===== src/hdl/sorted_set_insert_unit_assert.svh =====
// Assertion macros used by the sorted set insert unit top level.
`ifndef SORTED_SET_INSERT_UNIT_ASSERT_SVH
`define SORTED_SET_INSERT_UNIT_ASSERT_SVH
`ifndef NO_ASSERTIONS
`define SSI_ASSERT_IMPL(label, ante, cons) \
  label: assert property (@(posedge clk) disable iff (!rst_n) (ante) |-> (cons)) \
    else $error("assertion failed");
`define SSI_ASSERT_NEXT(label, ante, cons) \
  label: assert property (@(posedge clk) disable iff (!rst_n) (ante) |=> (cons)) \
    else $error("assertion failed");
`else
`define SSI_ASSERT_IMPL(label, ante, cons)
`define SSI_ASSERT_NEXT(label, ante, cons)
`endif
`endif


===== src/hdl/ssi_pkg.sv =====
// Types, codes and helper functions for the sorted set insert unit.
package ssi_pkg;

  localparam int ValueW = 32;

  localparam logic [1:0] MODE_INSERT = 2'd0;
  localparam logic [1:0] MODE_READ   = 2'd1;
  localparam logic [1:0] MODE_CLEAR  = 2'd2;

  localparam logic [2:0] ST_INSERTED     = 3'd0;
  localparam logic [2:0] ST_DUPLICATE    = 3'd1;
  localparam logic [2:0] ST_FULL         = 3'd2;
  localparam logic [2:0] ST_READ_OK      = 3'd3;
  localparam logic [2:0] ST_OUT_OF_RANGE = 3'd4;
  localparam logic [2:0] ST_CLEARED      = 3'd5;

  // Broadcast from the controller to every cell.
  typedef struct packed {
    logic              shift;
    logic [ValueW-1:0] value;
  } ssi_bcast_t;

  // Data one cell hands to its upper neighbor.
  typedef struct packed {
    logic              lt;
    logic [ValueW-1:0] value;
  } ssi_link_t;

  // Signed ordering of two stored words.
  function automatic logic key_less(input logic [ValueW-1:0] a, input logic [ValueW-1:0] b);
    return $signed(a) < $signed(b);
  endfunction

endpackage


===== src/hdl/ssi_cell.sv =====
// One cell of the sorted chain: holds one entry, its compare flags and a read tap.
module ssi_cell
  import ssi_pkg::*;
#(
  parameter int DEPTH = 16,
  parameter int INDEX = 0
) (
  input  logic                         clk,
  input  logic                         rst_n,
  input  ssi_bcast_t                   bcast,
  input  logic [$clog2(DEPTH+1)-1:0]   count,
  input  logic [$clog2(DEPTH)-1:0]     rd_idx,
  input  ssi_link_t                    link_in,
  output ssi_link_t                    link_out,
  input  logic [ValueW-1:0]            rd_in,
  output logic [ValueW-1:0]            rd_out,
  output logic                         eq
);

  localparam int CW = $clog2(DEPTH + 1);
  localparam int IW = $clog2(DEPTH);

  logic [ValueW-1:0] value_r;
  logic [ValueW-1:0] value_nxt;
  logic              lt_r;
  logic              eq_r;
  logic [ValueW-1:0] rd_r;
  logic              occupied;

  assign occupied = CW'(INDEX) < count;

  // A cell keeps its word if it is below the new value, otherwise it takes the
  // new value when its lower neighbor stays, or the neighbor's word when that one moves up.
  always_comb begin
    if (lt_r) begin
      value_nxt = value_r;
    end else if (link_in.lt) begin
      value_nxt = bcast.value;
    end else begin
      value_nxt = link_in.value;
    end
  end

  always_ff @(posedge clk) begin
    if (!rst_n) begin
      lt_r <= 1'b0;
      eq_r <= 1'b0;
    end else begin
      lt_r <= occupied && key_less(value_r, bcast.value);
      eq_r <= occupied && (value_r == bcast.value);
    end
  end

  always_ff @(posedge clk) begin
    if (bcast.shift) begin
      value_r <= value_nxt;
    end
    rd_r <= (rd_idx == IW'(INDEX)) ? value_r : rd_in;
  end

  assign link_out = {lt_r, value_r};
  assign rd_out   = rd_r;
  assign eq       = eq_r;

endmodule


===== src/hdl/sorted_set_insert_unit.sv =====
// Top level of the sorted set insert unit: controller, counters and the row of cells.
//
//  channel | direction | handshake            | payload
//  in_     | input     | in_valid / in_stall  | mode, new_value, position
//  out_    | output    | out_valid / out_stall| status, read_value, entry_count, smallest,
//          |           |                      | largest, is_empty
//  cfg_    | input     | cfg_valid / cfg_ready| ascending_order
//
// An insert or a clear beat goes from acceptance to a loaded result through a compare
// state, where every cell compares its word, an apply state for the shift or the clear,
// and a done state that loads the output register. A read beat instead waits in a read
// state while the read tap chain moves the selected word one cell per cycle to cell 0.
// Reset is synchronous and active low; it empties the set and selects ascending order.
// A stalled result sits in the output register while the next beat is already accepted;
// only the final load waits for that register to drain.
module sorted_set_insert_unit
  import ssi_pkg::*;
#(
  parameter int DEPTH = 16
) (
  input  logic              clk,
  input  logic              rst_n,
  input  logic              in_valid,
  output logic              in_stall,
  input  logic [1:0]        in_mode,
  input  logic signed [31:0] in_new_value,
  input  logic [3:0]        in_position,
  output logic              out_valid,
  input  logic              out_stall,
  output logic [2:0]        out_status,
  output logic signed [31:0] out_read_value,
  output logic [4:0]        out_entry_count,
  output logic signed [31:0] out_smallest,
  output logic signed [31:0] out_largest,
  output logic              out_is_empty,
  input  logic              cfg_valid,
  output logic              cfg_ready,
  input  logic              cfg_ascending_order
);

`include "sorted_set_insert_unit_assert.svh"

  localparam int CW = $clog2(DEPTH + 1);
  localparam int IW = $clog2(DEPTH);
  localparam int PW = (CW > 4) ? CW : 4;
  localparam int EW = (CW > 5) ? CW : 5;

  typedef enum logic [2:0] {
    S_IDLE,
    S_CMP,
    S_APPLY,
    S_READ,
    S_DONE
  } state_t;

  state_t            state_r;
  logic              asc_r;
  logic [CW-1:0]     count_r;
  logic [ValueW-1:0] largest_r;
  logic [2:0]        status_r;
  logic [1:0]        mode_r;
  logic [ValueW-1:0] value_r;
  logic [3:0]        pos_r;
  logic [IW-1:0]     rd_cnt_r;

  logic              out_valid_r;
  logic [2:0]        out_status_r;
  logic [ValueW-1:0] out_read_value_r;
  logic [4:0]        out_entry_count_r;
  logic [ValueW-1:0] out_smallest_r;
  logic [ValueW-1:0] out_largest_r;
  logic              out_is_empty_r;

  ssi_bcast_t        bcast;
  ssi_link_t         link_head;
  ssi_link_t         link_out [DEPTH];
  logic [ValueW-1:0] rd_chain [DEPTH+1];
  logic [DEPTH-1:0]  eq_vec;

  logic              in_accept;
  logic              out_free;
  logic              is_insert;
  logic              is_clear;
  logic              dup;
  logic              full;
  logic              ins_ok;
  logic [PW-1:0]     pos_ext;
  logic [PW-1:0]     cnt_ext;
  logic              in_range;
  logic [PW-1:0]     idx_full;
  logic [IW-1:0]     rd_idx;
  logic [EW-1:0]     cnt_w;
  logic [ValueW-1:0] largest_nxt;

  assign in_accept = in_valid && !in_stall;
  assign in_stall  = (state_r != S_IDLE);
  assign out_free  = !out_valid_r || !out_stall;
  assign cfg_ready = 1'b1;

  assign is_insert = (mode_r == MODE_INSERT);
  assign is_clear  = (mode_r == MODE_CLEAR);
  assign dup       = |eq_vec;
  assign full      = (count_r >= CW'(DEPTH));
  assign ins_ok    = is_insert && !dup && !full;

  // Read position mapped onto the ascending storage order.
  assign pos_ext  = PW'(pos_r);
  assign cnt_ext  = PW'(count_r);
  assign in_range = pos_ext < cnt_ext;
  assign idx_full = asc_r ? pos_ext : (cnt_ext - PW'(1) - pos_ext);
  assign rd_idx   = idx_full[IW-1:0];

  // The running maximum tracks the top entry, which no cell exposes at a fixed place.
  always_comb begin
    if (count_r == '0) begin
      largest_nxt = value_r;
    end else if (key_less(largest_r, value_r)) begin
      largest_nxt = value_r;
    end else begin
      largest_nxt = largest_r;
    end
  end

  assign bcast = {(state_r == S_APPLY) && ins_ok, value_r};

  // The bottom cell always sees a neighbor that stays put, so it takes the new value
  // whenever its own word is not below it.
  assign link_head       = {1'b1, {ValueW{1'b0}}};
  assign rd_chain[DEPTH] = '0;

  for (genvar i = 0; i < DEPTH; i++) begin : g_cell
    ssi_cell #(
      .DEPTH (DEPTH),
      .INDEX (i)
    ) u_cell (
      .clk      (clk),
      .rst_n    (rst_n),
      .bcast    (bcast),
      .count    (count_r),
      .rd_idx   (rd_idx),
      .link_in  ((i == 0) ? link_head : link_out[(i == 0) ? 0 : i - 1]),
      .link_out (link_out[i]),
      .rd_in    (rd_chain[i+1]),
      .rd_out   (rd_chain[i]),
      .eq       (eq_vec[i])
    );
  end

  assign cnt_w = EW'(count_r);

  always_ff @(posedge clk) begin
    if (!rst_n) begin
      state_r     <= S_IDLE;
      asc_r       <= 1'b1;
      count_r     <= '0;
      rd_cnt_r    <= '0;
      out_valid_r <= 1'b0;
    end else begin
      if (cfg_valid && cfg_ready) begin
        asc_r <= cfg_ascending_order;
      end
      if ((state_r == S_DONE) && out_free) begin
        out_valid_r <= 1'b1;
      end else if (out_valid_r && !out_stall) begin
        out_valid_r <= 1'b0;
      end
      unique case (state_r)
        S_IDLE: begin
          if (in_accept) begin
            mode_r  <= in_mode;
            value_r <= in_new_value;
            pos_r   <= in_position;
            state_r <= S_CMP;
          end
        end
        S_CMP: begin
          rd_cnt_r <= '0;
          if (is_insert || is_clear) begin
            state_r <= S_APPLY;
          end else begin
            state_r <= S_READ;
          end
        end
        S_APPLY: begin
          if (is_clear) begin
            count_r  <= '0;
            status_r <= ST_CLEARED;
          end else if (dup) begin
            status_r <= ST_DUPLICATE;
          end else if (full) begin
            status_r <= ST_FULL;
          end else begin
            count_r   <= count_r + CW'(1);
            largest_r <= largest_nxt;
            status_r  <= ST_INSERTED;
          end
          state_r <= S_DONE;
        end
        S_READ: begin
          rd_cnt_r <= rd_cnt_r + IW'(1);
          if (rd_cnt_r == IW'(DEPTH - 1)) begin
            status_r <= in_range ? ST_READ_OK : ST_OUT_OF_RANGE;
            state_r  <= S_DONE;
          end
        end
        S_DONE: begin
          if (out_free) begin
            out_status_r      <= status_r;
            out_read_value_r  <= (status_r == ST_READ_OK) ? rd_chain[0] : '0;
            out_entry_count_r <= cnt_w[4:0];
            out_smallest_r    <= (count_r != '0) ? link_out[0].value : '0;
            out_largest_r     <= (count_r != '0) ? largest_r : '0;
            out_is_empty_r    <= (count_r == '0);
            state_r           <= S_IDLE;
          end
        end
        default: begin
          state_r <= S_IDLE;
        end
      endcase
    end
  end

  assign out_valid       = out_valid_r;
  assign out_status      = out_status_r;
  assign out_read_value  = out_read_value_r;
  assign out_entry_count = out_entry_count_r;
  assign out_smallest    = out_smallest_r;
  assign out_largest     = out_largest_r;
  assign out_is_empty    = out_is_empty_r;

  `SSI_ASSERT_IMPL(a_count_bound, 1'b1, count_r <= CW'(DEPTH))
  `SSI_ASSERT_NEXT(a_accept_starts, in_accept, state_r == S_CMP)
  `SSI_ASSERT_NEXT(a_insert_grows, (state_r == S_APPLY) && ins_ok, count_r == $past(count_r) + CW'(1))
  `SSI_ASSERT_NEXT(a_clear_empties, (state_r == S_APPLY) && is_clear, count_r == '0)
  `SSI_ASSERT_IMPL(a_no_dup_full_shift, bcast.shift, !dup && !full)

endmodule


===== config.mk =====
export PLATFORM = sky130hd
export DESIGN_NAME = sorted_set_insert_unit
export DESIGN_NICKNAME = d
export VERILOG_FILES = /design/src/hdl/ssi_pkg.sv /design/src/hdl/ssi_cell.sv /design/src/hdl/sorted_set_insert_unit.sv
export VERILOG_INCLUDE_DIRS = /design/src /design/src/hdl
export SDC_FILE = /design/constraint.sdc
export NUM_CORES = 2
export LEC_CHECK = 0
export BUFFER_PORTS_ARGS = -buffer_cell sky130_fd_sc_hd__buf_4
export CAP_MARGIN = 20
export CORE_ASPECT_RATIO = 1.5
export CORE_UTILIZATION = 50
export CTS_CLUSTER_DIAMETER = 60
export DETAILED_ROUTE_END_ITERATION = 16
export PLACE_DENSITY = 0.76
export SYNTH_ARGS = -nofsm -noshare
export SYNTH_HDL_FRONTEND = slang
export SYNTH_HIERARCHICAL = 1
export SYNTH_SLANG_ARGS = --single-unit
export TNS_END_PERCENT = 50

===== constraint.sdc =====
create_clock -name clk -period 9.65 [get_ports clk]
set_input_delay 0.4825 -clock clk [delete_from_list [all_inputs] [get_ports clk]]
set_output_delay 0.4825 -clock clk [all_outputs]
set_load 0.05 [all_outputs]

==> PnR_summary.wiki <==
{| class="wikitable"
! Metric !! Value
|-
| Run status || complete, no violations
|-
| Number of DRC markers in iteration 0 || 2,246
|-
| Num CTS Buffers || 110
|-
| Total negative slack || 0 ns
|-
| Instance count after placement with tap cells included || 6,390
|-
| Commonest non-fill, non-tap cell in the layout || sky130_fd_sc_hd__mux2_2
|-
| Count of fill cells added during filler insertion || 9,405
|-
| Port-buffer cells || 150
|-
| Source of the worst hold timing path || rst_n
|-
| Total global routing overflow || 0
|-
| Post-detailed-route DRC marker count || 0
|-
| Worst-margin pin slew || 1.011 ns
|-
| Overall routing resource usage || 0.2429
|-
| Cells after synthesis || 4,661
|-
| CTS resizes || 0
|-
| GP Congestion || 0.9050
|-
| Number of antenna violations at the first check in global routing || 3
|-
| Pre-CTS setup slack || 5.426 ns
|-
| Post-DP HPWL || 104.8 mm
|-
| TritonCTS clock tree || yes
|-
| Slack of the worst reg-to-reg path || 5.42 ns
|-
| FP Rows || 155
|-
| Total I/O pin count || 152
|-
| Detailed-router iteration count before antenna repair || 8
|-
| Longest Clk Path Bufs || 3
|-
| Reg-to-reg startpoint || g_cell[2].u_cell/eq
|-
| Number of failing setup endpoints in the final timing report || 0
|-
| Number of nets at the end of the flow || 5,571
|-
| Worst r2r dst || g_cell[1].u_cell/value_r[27]
|-
| Clock transition at path regs || 0.07 ns
|-
| Max Clock Skew || 0.03724 ns
|-
| Post-route clock period utilization || 0.4382
|-
| Final number of hold-violating endpoints || 0
|-
| Clock Latency Late Sink || 0.73 ns
|-
| Least setup slack across all paths after layout || 5.421 ns
|-
| Hold path endpoint || asc_r
|-
| Layout cells sized above 1 || 0.2693
|-
| Depth of the worst register-to-register path || 7
|-
| Leakage || 27.85 nW
|-
| Via-to-Cell Ratio || 5.621
|-
| Vias in the first global route || 39,189
|-
| Total length of routed wires || 148.3 mm
|-
| Final Max Slew Viols || 0
|-
| Worst hold path stage count || 2
|-
| Initial Util || 0.5047
|-
| Via total after detailed routing || 37,321
|-
| Critical path launch point || g_cell[2].u_cell/eq
|-
| Number of synthesis warnings || 6
|-
| Kind of start point of the critical path || register
|-
| Area enclosed by the die boundary || 121,600 um2
|-
| Setup repair after global routing missed its margin || false
|-
| Crit path kind || register to register
|-
| WL per Instance || 22.34 um
|-
| Post-DRT Antenna Nets || 0
|-
| Core utilization of the finished layout || 0.5687
|-
| Count of placed standard cells in the final layout, fillers left out || 6,640
|-
| Critical Path End Type || register
|-
| # H-tree levels || 3
|-
| Highest-count cells in the layout ignoring fill and taps || sky130_fd_sc_hd__mux2_2 (858), sky130_fd_sc_hd__edfxtp_1 (690), sky130_fd_sc_hd__inv_1 (576), sky130_fd_sc_hd__dfxtp_1 (556), sky130_fd_sc_hd__ha_1 (552)
|-
| Arrival time at the worst endpoint || 4.57 ns
|-
| First-pass GRT wire length || 228.1 mm
|-
| Required arrival time at the worst endpoint || 9.99 ns
|-
| Mean cell area of the mapped netlist || 12.89 um2
|-
| Min-delay worst type || input port to register
|-
| Clk sinks || 1,248
|-
| Power per standard cell area || 172.6 nW/um2
|-
| Die Height || 426.6 um
|-
| Max frequency || 0.2365 GHz
|-
| Highest net fanout along the worst path || 32
|-
| Width of the die || 285.1 um
|-
| Area growth from synthesis to layout || 12.67%
|-
| Maximum number of pins on one net before global-route repair || 72
|-
| Slew headroom || 0.3260
|-
| Peak VDD IR || 0.0001383 V
|-
| Shortest clock period the worst path allows after layout || 4.229 ns
|-
| Core area || 119,100 um2
|-
| Number of violations of the max-capacitance limit || 0
|-
| Cell area after technology mapping || 60,100 um2
|-
| Clock Root Buffer || sky130_fd_sc_hd__clkbuf_16
|}
-- flip-flops by register name, indices dropped and copies added (netlist names), 2 cells and up --
name                   count
status_r                   3
out_status                 3
value_r                   32
g_cell.u_cell/rd_out     512
g_cell.u_cell/lt_r        16
out_smallest              32
g_cell.u_cell/eq          16
rd_cnt_r                   4
cnt_ext                    5
pos_r                      4
state_r                    3
out_read_value            32
out_entry_count            5
largest_r                 32
g_cell.u_cell/value_r    512
mode_r                     2
out_largest               32
-- how the worst max path moves through the flow --
stage                                        end  cells past startpoint
detailed placement  g_cell[1].u_cell/value_r[22]                      7
global placement    g_cell[1].u_cell/value_r[25]                      7
CTS                 g_cell[1].u_cell/value_r[27]                      7
global route        g_cell[1].u_cell/value_r[27]                      7
finish              g_cell[1].u_cell/value_r[27]                      7
floorplan                           largest_r[0]                      7
-- worst max-delay path, stage by stage (launching register included) --
cell and delay, ns:
sky130_fd_sc_hd__dfxtp_1 0.36, sky130_fd_sc_hd__nor4_1 0.84, sky130_fd_sc_hd__nand4_1 0.37, sky130_fd_sc_hd__nor4_1 0.54, sky130_fd_sc_hd__nor3b_2 0.81, sky130_fd_sc_hd__buf_4 0.31
sky130_fd_sc_hd__nor2b_2 0.15, sky130_fd_sc_hd__buf_4 0.43
-- report_power, final --
| part | total (mW) | switching [mW] | internal (mW) |
|---|---|---|---|
| clock | 4.56 | 2.03 | 2.53 |
| combinational | 0.982 | 0.513 | 0.469 |
| sequential | 6.15 | 0.169 | 5.98 |
| total | 11.7 | 2.71 | 8.98 |
-- stage by stage --
stage / power, mW / cell area (um2) / hold slack [ns]
2_1_floorplan: 6.857 / 60340 / 0.4014
3_3_place_gp: 7.173 / 63600 / 0.4148
3_5_place_dp: 7.206 / 63610 / 0.4172
4_1_cts: 11.75 / 67690 / 0.05122
5_1_grt: 12.05 / 67710 / 0.09223
6_report: 11.69 / 67720 / 0.09783
-- what timing repair did --
action	4_1_cts	5_1_grt
hold buffers	41	0
hold endpoints to repair	40	0
buffers inserted	0	0
-- metal layers --
metal	track usage	vias up	wire (um)
met2	0.4509	947	78020
met1	0.2648	18606	55800
met4	0.1326	2	8334
met3	0.03333	366	6137
met5	0	-	11
li1	-	17400	-
-- final cells by class --
cell class                      instances  area (um2)  share of cell area
Tap cell                             1570        1964             0.02901
Timing Repair Buffer                  282        2240             0.03307
Inverter                              576        2162             0.03193
Multi-Input combinational cell       2756       25790              0.3808
Antenna cell                            1       2.502          0.00003695
Sequential cell                      1248       31890              0.4710
Clock buffer                          150        3025             0.04468
Clock inverter                         57       643.1            0.009497
(Power assumes the default switching activity.)
